**src/rtl/wlsc_pkg.sv**
```systemverilog
// Package for the strong-Wolfe line search step controller.
// Phase and status codes, register indexes, field widths and the config struct.
// No dependencies.
`default_nettype none
package wlsc_pkg;

   localparam int STEP_W   = 32;
   localparam int VALUE_W  = 32;
   localparam int FACTOR_W = 17;
   localparam int LIMIT_W  = 8;
   localparam int STATUS_W = 3;
   localparam int PHASE_W  = 2;
   localparam int CSR_IDX_W = 2;

   localparam logic [PHASE_W-1:0] PH_IDLE    = 2'd0;
   localparam logic [PHASE_W-1:0] PH_BRACKET = 2'd1;
   localparam logic [PHASE_W-1:0] PH_ZOOM    = 2'd2;

   localparam logic [STATUS_W-1:0] ST_EVALUATE  = 3'd0;
   localparam logic [STATUS_W-1:0] ST_ACCEPTED  = 3'd1;
   localparam logic [STATUS_W-1:0] ST_BRACKET_LIMIT = 3'd2;
   localparam logic [STATUS_W-1:0] ST_ZOOM_LIMIT    = 3'd3;
   localparam logic [STATUS_W-1:0] ST_ASCENT    = 3'd4;
   localparam logic [STATUS_W-1:0] ST_PRECISION = 3'd5;

   localparam logic OP_START    = 1'b0;
   localparam logic OP_EVALUATE = 1'b1;

   localparam logic [CSR_IDX_W-1:0] CSR_DECREASE  = 2'd0;
   localparam logic [CSR_IDX_W-1:0] CSR_CURVATURE = 2'd1;
   localparam logic [CSR_IDX_W-1:0] CSR_LIMIT     = 2'd2;

   localparam logic [FACTOR_W-1:0] DECREASE_RESET  = 17'd7;
   localparam logic [FACTOR_W-1:0] CURVATURE_RESET = 17'd58982;
   localparam logic [LIMIT_W-1:0]  LIMIT_RESET     = 8'd20;

   localparam logic [STEP_W-1:0] ONE_STEP = 32'h0001_0000;

   typedef struct packed {
      logic [FACTOR_W-1:0] decrease_factor;
      logic [FACTOR_W-1:0] curvature_factor;
      logic [LIMIT_W-1:0]  iteration_limit;
   } cfg_type;

endpackage
`default_nettype wire

```
**src/rtl/wlsc_csr.sv**
```systemverilog
// Configuration registers of the step controller: write-only, reset to defaults.
// Depends on wlsc_pkg.
`default_nettype none
module wlsc_csr
   import wlsc_pkg::*;
(
   input  wire logic                 clock,
   input  wire logic                 reset,
   input  wire logic                 csr_write_enable,
   input  wire logic [CSR_IDX_W-1:0] csr_index,
   input  wire logic [FACTOR_W-1:0]  csr_write_data,
   output      cfg_type              cfg
);

   cfg_type cfg_ff, cfg_in;

   always_comb begin
      cfg_in = cfg_ff;
      if (csr_write_enable) begin
         unique case (csr_index)
            CSR_DECREASE:  cfg_in.decrease_factor  = csr_write_data;
            CSR_CURVATURE: cfg_in.curvature_factor = csr_write_data;
            CSR_LIMIT:     cfg_in.iteration_limit  = csr_write_data[LIMIT_W-1:0];
            default:       cfg_in = cfg_ff;
         endcase
      end
   end

   always_ff @(posedge clock) begin
      if (reset) begin
         cfg_ff.decrease_factor  <= DECREASE_RESET;
         cfg_ff.curvature_factor <= CURVATURE_RESET;
         cfg_ff.iteration_limit  <= LIMIT_RESET;
      end else begin
         cfg_ff <= cfg_in;
      end
   end

   assign cfg = cfg_ff;

endmodule
`default_nettype wire

```
**config.mk**
```make
export PLATFORM = sky130hd
export DESIGN_NAME = wlsc_csr
export DESIGN_NICKNAME = d
export VERILOG_FILES = /design/src/rtl/wlsc_pkg.sv /design/src/rtl/wlsc_csr.sv
export SDC_FILE = /design/constraint.sdc
export NUM_CORES = 1
export LEC_CHECK = 0
export BUFFER_PORTS_ARGS = -buffer_cell sky130_fd_sc_hd__buf_2
export CAP_MARGIN = 20
export CORE_MARGIN = 5
export CORE_UTILIZATION = 23
export CTS_CLUSTER_DIAMETER = 120
export DETAILED_ROUTE_END_ITERATION = 7
export PLACE_DENSITY = 0.52
export SLEW_MARGIN = 10
export SYNTH_ARGS = -nofsm -noshare
export SYNTH_HDL_FRONTEND = slang
export SYNTH_SLANG_ARGS = --single-unit
```
**constraint.sdc**
```tcl
create_clock -name clock -period 0.87 [get_ports clock]
set_input_delay 0.087 -clock clock [delete_from_list [all_inputs] [get_ports clock]]
set_output_delay 0.087 -clock clock [all_outputs]
set_load 0.03 [all_outputs]
```
==> run summary, run 1 <==
largest net degree at the start of global routing = 34
CP Max Fanout = 2
Fin Hold WS = 0.0585 ns
core area = 0.00733 mm^2
Setup Crit Path Kind = reg -> out
GR Overflow Total = 0
clk buf depth = 2
asr flop ratio synth = 0
final hold vios = 0
CP startpoint = cfg[10]
status = finished, final reports clean
die area = 0.00950 mm^2
Area growth, synth to finish = 53.3%
Post-synth top cells = nand2b_1 (44), dfxtp_1 (42), mux2i_1 (42)
Final Net Count = 263
Area contributors post-synth = dfxtp_1 (48%), mux2i_1 (24%), nand2b_1 (16%), nor2_1 (5.3%), buf_2 (1.4%)
drt pass-1 iters = 3
Mapped Nets = 192
clock root buffer = clkbuf_8
Via Count = 1348
Critical Path RT = 0.78 ns
Port-buffer cells = 63
Starting Density = 0.240
Worst setup SP type = register
gr usage total = 0.0912
Avg Synthesized Cell Area = 10.3 um^2
initial antenna violation count = 0
PD cells = 1580 mW/mm^2
row count = 31
CTS Buf Count = 5
worst skew pair latency = 0.28 ns
cell with the most instances after synthesis = nand2b_1
final period utilization = 0.991
Post-synth EDFFs = 0
RSZ-0062 raised after global routing = yes
area leader, netlist = dfxtp_1
sequential area share after synthesis = 0.478
max reg flops = 42
Final Max Slew Viols = 0
I/O pins = 64
min-delay src = csr_write_data[14]
total power = 4.27 mW
CP Capture Type = primary output
DR WL/cell = 12.7 um
diode count = 0
# fillers = 742
Die X = 97.5 um
CTS tree = yes
share of the synthesized area in the top cell type = 0.478
reg2reg start = cfg[32]
CP peak stage delay = 0.36 ns
Synth cell types = 12
CP bufs+invs = 1
clock-pin slew on the worst setup and hold paths = 0.08 ns
Final setup viols = 0
GPL Wtd Cong = 0.636
post-DP HPWL = 3150 um
final wirelength = 4330 um
slowest stage cell, crit path = dfxtp_2
DP Area = 0.00223 mm^2
min-delay worst type = in -> reg
setup ws final = 0.00771 ns
Max IR drop VDD = 649 uV
Clock Skew = 0 ns
Cell Chain, Critical Path = buf_6
Die Height = 97.5 um
Crit path max-delay family = flip-flops
Cells after Synth = 170
max cap viols = 0
LEAKAGE = 1.18 nW
share of layout cells above drive strength 1 = 0.527
Synth Register Bits = 42
FMAX = 1160 MHz
first-pass GRT wire length = 6930 um
Period minus WS final = 0.862 ns
Sink Count = 42
Final ANT Viol Nets = 0
Setup WS pre-CTS = -0.0651 ns
slew margin rel. = 0.866
number of global-route vias before repair = 1341
Worst-Margin Slew = 0.200 ns
remaining routing DRC violations = 0
Mapped Area = 0.00176 mm^2
Critical Path AT = 0.78 ns
final instance area = 0.00270 mm^2
DR iter-0 viols = 24
via/cell ratio = 3.96
top_reg_cell synth = dfxtp_1
yosys warns = 0
H-tree depth = 2
==> cell usage in the layout (no fill, tap or decap) <==
| master | n |
|---|---|
| buf_4 | 9 |
| clkbuf_8 | 6 |
| buf_2 | 21 |
| buf_12 | 4 |
| mux2i_1 | 42 |
| nand3b_1 | 2 |
| buf_6 | 42 |
| and3b_2 | 1 |
| nor2_1 | 25 |
| nand2b_1 | 44 |
| dfxtp_2 | 42 |
| bufinv_16 | 1 |
| or3b_1 | 1 |
| nor3b_4 | 1 |
==> final timing paths <==
kind,slack (ns),cells after the start,endpoint
min,0.06,3,cfg[39]
max reg2reg,0.19,3,cfg[32]
min reg2reg,0.48,2,cfg[0]
max,0.008,1,cfg[10]
==> report_power, final <==
group	internal (mW)	total (mW)	switching [mW]
combinational	0.318	0.648	0.330
sequential	2.00	2.05	0.0481
clock	0.919	1.57	0.651
total	3.24	4.27	1.03
==> per-stage QoR <==
step / std cells / setup TNS (ns) / util
finish: 340 / 0 / 0.368
floorplan: 170 / 0 / -
global route: 340 / -0.294 / 0.368
CTS: 335 / -0.0152 / 0.363
global placement: 328 / -0.549 / 0.304
detailed placement: 328 / -0.984 / 0.304
==> tightest hold or removal path, cell delays in order <==
cell and delay, ns:
buf_2 0.11, nand2b_1 0.06, mux2i_1 0.05
==> per-layer routing <==
metal  track usage  routed length (um)  vias to the layer above
li1              -                   -                      690
met1         0.113                1940                      619
met2         0.145                2080                       35
met3        0.0366                 268                        4
met4        0.0288                  42                        0
met5             0                   0                        -
==> cells by family (layout without fill, tap and decap cells) <==
logic type / count (synthesis) / count (layout) / share of synthesized area
mux: 42 / 42 / 0.239
buf+inv: 12 / 83 / 0.0469
simple gates: 74 / 74 / 0.236
flops: 42 / 42 / 0.478
==> final cells by class <==
cell class | instances | area, um^2 | area share
clock buffers | 6 | 82.6 | 0.0306
clock inverters | 1 | 30.0 | 0.0111
multi-input cells | 116 | 842 | 0.312
flip-flops and latches | 42 | 893 | 0.331
well taps | 99 | 124 | 0.0459
repair buffers | 76 | 726 | 0.269
==> repair_timing <==
item | 4_1_cts | 5_1_grt
endpoints found under the setup margin | 42 | 32
buffers inserted | 0 | 5
resized for setup | 125 | 1
hold endpoints to repair | 0 | 0
hold buffers | 0 | 0
Note: power is estimated with default switching activity, not from simulation.
==> run 2, diff against run 1 <==
--- a/config.mk
+++ b/config.mk
@@ -6,12 +6,13 @@
 export NUM_CORES = 1
 export LEC_CHECK = 0
 export BUFFER_PORTS_ARGS = -buffer_cell sky130_fd_sc_hd__buf_2
-export CAP_MARGIN = 20
+export CAP_MARGIN = 15
 export CORE_MARGIN = 5
 export CORE_UTILIZATION = 23
 export CTS_CLUSTER_DIAMETER = 120
+export CTS_CLUSTER_SIZE = 16
 export DETAILED_ROUTE_END_ITERATION = 7
-export PLACE_DENSITY = 0.52
+export PLACE_DENSITY = 0.55
 export SLEW_MARGIN = 10
 export SYNTH_ARGS = -nofsm -noshare
 export SYNTH_HDL_FRONTEND = slang
==> run 2 against run 1 <==
Worst setup slack better by 0.0033 ns. Critical path type unchanged. Cell area is 1.4% lower. Clock power is 21% lower.
==> run summary, run 2 (synthesis gave the netlist of run 1 again) <==
Final setup viols = 0
CP bufs+invs = 1
reg2reg start = cfg[25]
commonest non-fill, non-tap cell in the layout = nand2b_1
row count = 31
Reg area = 893 um^2
final wirelength = 4230 um
most frequent cells in the layout = nand2b_1 (44), mux2i_1 (42), dfxtp_2 (42), buf_6 (42), nor2_1 (25)
R2R setup slack = 0.16 ns
PD cells = 1480 mW/mm^2
Hold Path Sink = cfg[35]
wl on met1 = 2000 um
slew margin rel. = 0.874
top routing layer used = met4
CP Max Fanout = 2
Port-buffer cells = 63
Clock Skew = 0 ns
Final Net Count = 263
final hold vios = 0
gr usage total = 0.0937
Die X = 97.5 um
DR WL/cell = 12.4 um
die area = 0.00950 mm^2
Sink Count = 42
DR iter-0 viols = 14
min-delay worst type = in -> reg
post-DP HPWL = 3060 um
R2R Path End = cfg[25]
hold depth = 3
CP Capture Type = primary output
Area growth, synth to finish = 51.1%
Period minus WS final = 0.859 ns
LEAKAGE = 1.16 nW
Final Max Slew Viols = 0
multi-input logic area = 842 um^2
cell count of the worst reg-to-reg path = 3
met3 wire length = 204 um
Critical Path RT = 0.78 ns
GR Overflow Total = 0
max cap viols = 0
Setup Crit Path Kind = reg -> out
Worst setup SP type = register
FMAX = 1160 MHz
slowest stage cell, crit path = dfxtp_2
Via Count = 1360
status = finished, final reports clean
final period utilization = 0.987
Max IR drop VDD = 659 uV
worst skew pair latency = 0.29 ns
Crit path max-delay family = flip-flops
Worst-Margin Slew = 0.189 ns
remaining routing DRC violations = 0
CTS tree = yes
drt pass-1 iters = 4
clk buf depth = 2
clock-pin slew on the worst setup and hold paths = 0.08 ns
CTS Buf Count = 5
total power = 3.93 mW
Fin Hold WS = 0.0553 ns
largest net degree at the start of global routing = 41
Final ANT Viol Nets = 0
Critical Path AT = 0.77 ns
# fillers = 756
Crit. path cell count = 1
Cell Chain, Critical Path = buf_6
met2 routed WL = 1980 um
RSZ-0062 raised after global routing = yes
share of layout cells above drive strength 1 = 0.525
initial antenna violation count = 0
min-delay src = csr_write_data[10]
Starting Density = 0.240
GPL Wtd Cong = 0.656
core area = 0.00733 mm^2
via/cell ratio = 3.99
diode count = 0
CP peak stage delay = 0.35 ns
number of global-route vias before repair = 1457
max reg flops = 42
first-pass GRT wire length = 7320 um
I/O pins = 64
clock root buffer = clkbuf_8
H-tree depth = 2
Die Height = 97.5 um
-- run 2: metal layers --
metal | global-route usage | up-vias
met5 | 0 | -
met4 | 0.0309 | 0
met3 | 0.0302 | 4
met2 | 0.147 | 34
met1 | 0.122 | 627
li1 | - | 695
-- run 2: worst max-delay path by stage --
stage | endpoint | from | slack (ns)
5_1_grt | cfg[10] | cfg[10] | -0.04
6_report | cfg[23] | cfg[23] | 0.01
3_5_place_dp | cfg[25] | csr_index[0] | -0.09
3_3_place_gp | cfg[36] | csr_index[0] | -0.04
4_1_cts | cfg[35] | cfg[35] | -0.006
2_1_floorplan | cfg[27] | csr_index[0] | 0.09
-- run 2: layout make-up --
type / instances / share of cell area
Clock buffer: 6 / 0.0273
Clock inverter: 2 / 0.00518
Multi-Input combinational cell: 116 / 0.317
Sequential cell: 42 / 0.336
Tap cell: 99 / 0.0466
Timing Repair Buffer: 76 / 0.268
-- run 2: power breakdown --
part | total, mW | internal (mW) | switching, mW | leakage (nW)
sequential | 2.05 | 2.00 | 0.0498 | 0.349
combinational | 0.640 | 0.313 | 0.327 | 0.763
clock | 1.24 | 0.567 | 0.669 | 0.0452
-- run 2: worst register-to-register path, delay by kind of cell, from the launching register on --
kind | cells | cell delay [ns]
buffers and inverters | 1 | 0.12
and+or+nand+nor | 1 | 0.09
DFF | 1 | 0.33
muxes | 1 | 0.07
-- run 2: through the flow --
step	utilization	area (um^2)	TNS [ns]	cells	setup slack (ns)
after global placement	0.302	2210	-0.568	327	-0.0373
after floorplan	-	1760	0	170	0.0945
after global routing	0.363	2660	-0.609	341	-0.0402
final	0.363	2660	0	341	0.0110
after detailed placement	0.302	2210	-1.13	327	-0.0937
after CTS	0.356	2610	-0.00603	335	-0.00603
-- run 2: timing repair --
item | CTS | global route
setup endpoints to repair | 42 | 35
hold endpoints to repair | 0 | 0
setup buffers | 0 | 6
gates resized for setup | 123 | 3
pin swaps | 0 | 0
hold buffers | 0 | 0
==> run 3, diff against run 2 <==
--- a/config.mk
+++ b/config.mk
@@ -5,14 +5,14 @@
 export SDC_FILE = /design/constraint.sdc
 export NUM_CORES = 1
 export LEC_CHECK = 0
-export BUFFER_PORTS_ARGS = -buffer_cell sky130_fd_sc_hd__buf_2
 export CAP_MARGIN = 15
 export CORE_MARGIN = 5
 export CORE_UTILIZATION = 23
 export CTS_CLUSTER_DIAMETER = 120
 export CTS_CLUSTER_SIZE = 16
 export DETAILED_ROUTE_END_ITERATION = 7
-export PLACE_DENSITY = 0.55
+export DONT_BUFFER_PORTS = 1
+export PLACE_DENSITY = 0.48
 export SLEW_MARGIN = 10
 export SYNTH_ARGS = -nofsm -noshare
 export SYNTH_HDL_FRONTEND = slang
==> run 3 against run 2 <==
The run now ends with hold timing left. Critical path type unchanged. Register-to-register slack got worse by 0.02 ns. Combinational power fell by 9.7%. Largest cell class unchanged. Power rose by 5.8%. Via count fell by 2.1%. Sequential power barely moved.
==> run summary, run 3 (synthesis gave the netlist of run 1 again) <==
status = finished with violations
failing checks = hold timing
slowest stage cell, crit path = dfxtp_2
CP peak stage delay = 0.35 ns
hold depth = 2
Worst-Margin Slew = 0.204 ns
I/O pins = 64
Worst setup SP type = register
final instance area = 0.00266 mm^2
share of layout cells above drive strength 1 = 0.448
final period utilization = 0.992
total power = 4.16 mW
largest net degree at the start of global routing = 70
core area = 0.00733 mm^2
Logic pwr share = 0.139
Finished Layout Cells = 329
Die X = 97.5 um
number of global-route vias before repair = 1390
DR iter-0 viols = 40
max reg flops = 42
worst skew pair latency = 0.29 ns
LEAKAGE = 1.11 nW
H-tree depth = 2
first-pass GRT wire length = 7010 um
CP Capture Type = primary output
min-delay src = reset
internal power = 3.16 mW
R2R setup slack = 0.14 ns
Starting Density = 0.240
Die Height = 97.5 um
# fillers = 750
GPL Wtd Cong = 0.687
clock root buffer = clkbuf_8
Crit path max-delay family = flip-flops
Setup Crit Path Kind = reg -> out
GR Overflow Total = 0
gr usage total = 0.0920
RSZ-0062 raised after global routing = yes
Area growth, synth to finish = 51.4%
Final Max Slew Viols = 0
row count = 31
Setup WS pre-CTS = 0.0837 ns
remaining routing DRC violations = 0
Final ANT Viol Nets = 0
diode count = 0
final wirelength = 4280 um
FMAX = 1160 MHz
clock share of power = 0.367
post-DP HPWL = 2800 um
min-delay worst type = in -> reg
CP bufs+invs = 1
Clock Skew = 0 ns
clk buf depth = 2
PD cells = 1560 mW/mm^2
drt pass-1 iters = 3
Via Count = 1331
slew margin rel. = 0.863
switching power = 994 uW
DP Area = 0.00218 mm^2
die area = 0.00950 mm^2
final hold vios = 41
Fin Hold WS = -0.0291 ns
Critical Path AT = 0.78 ns
max cap viols = 0
Period minus WS final = 0.863 ns
CP Max Fanout = 2
cell count of the worst reg-to-reg path = 3
DR WL/cell = 13.0 um
Hold Path Sink = cfg[41]
CTS tree = yes
switching share of power = 0.239
Final Net Count = 251
Sink Count = 42
clock-pin slew on the worst setup and hold paths = 0.08 ns
CTS Buf Count = 5
Reg power frac = 0.494
R2R Path End = cfg[10]
Placed Instances = 303
most frequent cells in the layout = nand2b_1 (44), mux2i_1 (42), dfxtp_2 (42), buf_6 (42), nor2_1 (25)
via/cell ratio = 4.05
commonest non-fill, non-tap cell in the layout = nand2b_1
Critical Path RT = 0.78 ns
Max IR drop VDD = 654 uV
Port-buffer cells = 0
setup ws final = 0.00661 ns
Cell Chain, Critical Path = buf_6
reg2reg start = cfg[10]
Final setup viols = 0
initial antenna violation count = 0
run 3: through the flow:
stage                     setup TNS [ns]   util
after floorplan                        0      -
after global placement                 0  0.297
after detailed placement               0  0.297
after CTS                        -0.0191  0.353
after global routing              -0.676  0.363
final                                  0  0.363
run 3: how the worst max path moves through the flow:
stage | from | end | slack [ns] | cells after the start
final | cfg[28] | cfg[28] | 0.007 | 1
after global routing | cfg[25] | cfg[25] | -0.04 | 1
after CTS | cfg[25] | cfg[25] | -0.009 | 1
after detailed placement | csr_index[0] | cfg[25] | 0.08 | 3
after global placement | csr_index[0] | cfg[31] | 0.10 | 3
after floorplan | csr_index[0] | cfg[27] | 0.09 | 4
run 3: final cells by class:
class                   instances  area (um^2)  share of cell area
clock inverters                 2         37.5              0.0141
clock buffers                   6         72.6              0.0273
well taps                      99          124              0.0465
multi-input cells             116          842               0.316
flip-flops and latches         42          893               0.336
repair buffers                 64          693               0.260
run 3: metal layers:
| layer | vias to the layer above | GRT usage | share of wire |
|---|---|---|---|
| met4 | 0 | 0.0319 | 0.0089 |
| met3 | 4 | 0.0359 | 0.058 |
| met2 | 40 | 0.154 | 0.50 |
| met1 | 621 | 0.106 | 0.43 |
| li1 | 666 | - | - |
| met5 | - | 0 | 0 |
run 3: power by group through the flow:
stage	sequential, mW	clock, mW	combinational, mW
final	2.05	1.53	0.578
after global routing	2.06	1.70	0.617
after CTS	2.05	1.61	0.559
after detailed placement	2.07	0	0.481
after global placement	2.07	0	0.477
after floorplan	2.20	0	0.225
run 3: what timing repair did:
item | CTS | global route
pin swaps | 0 | 0
setup buffers | 1 | 5
endpoints found under the setup margin | 42 | 41
endpoints found under the hold margin | 42 | 35
gates resized for setup | 84 | 0
hold buffers | 8 | 4
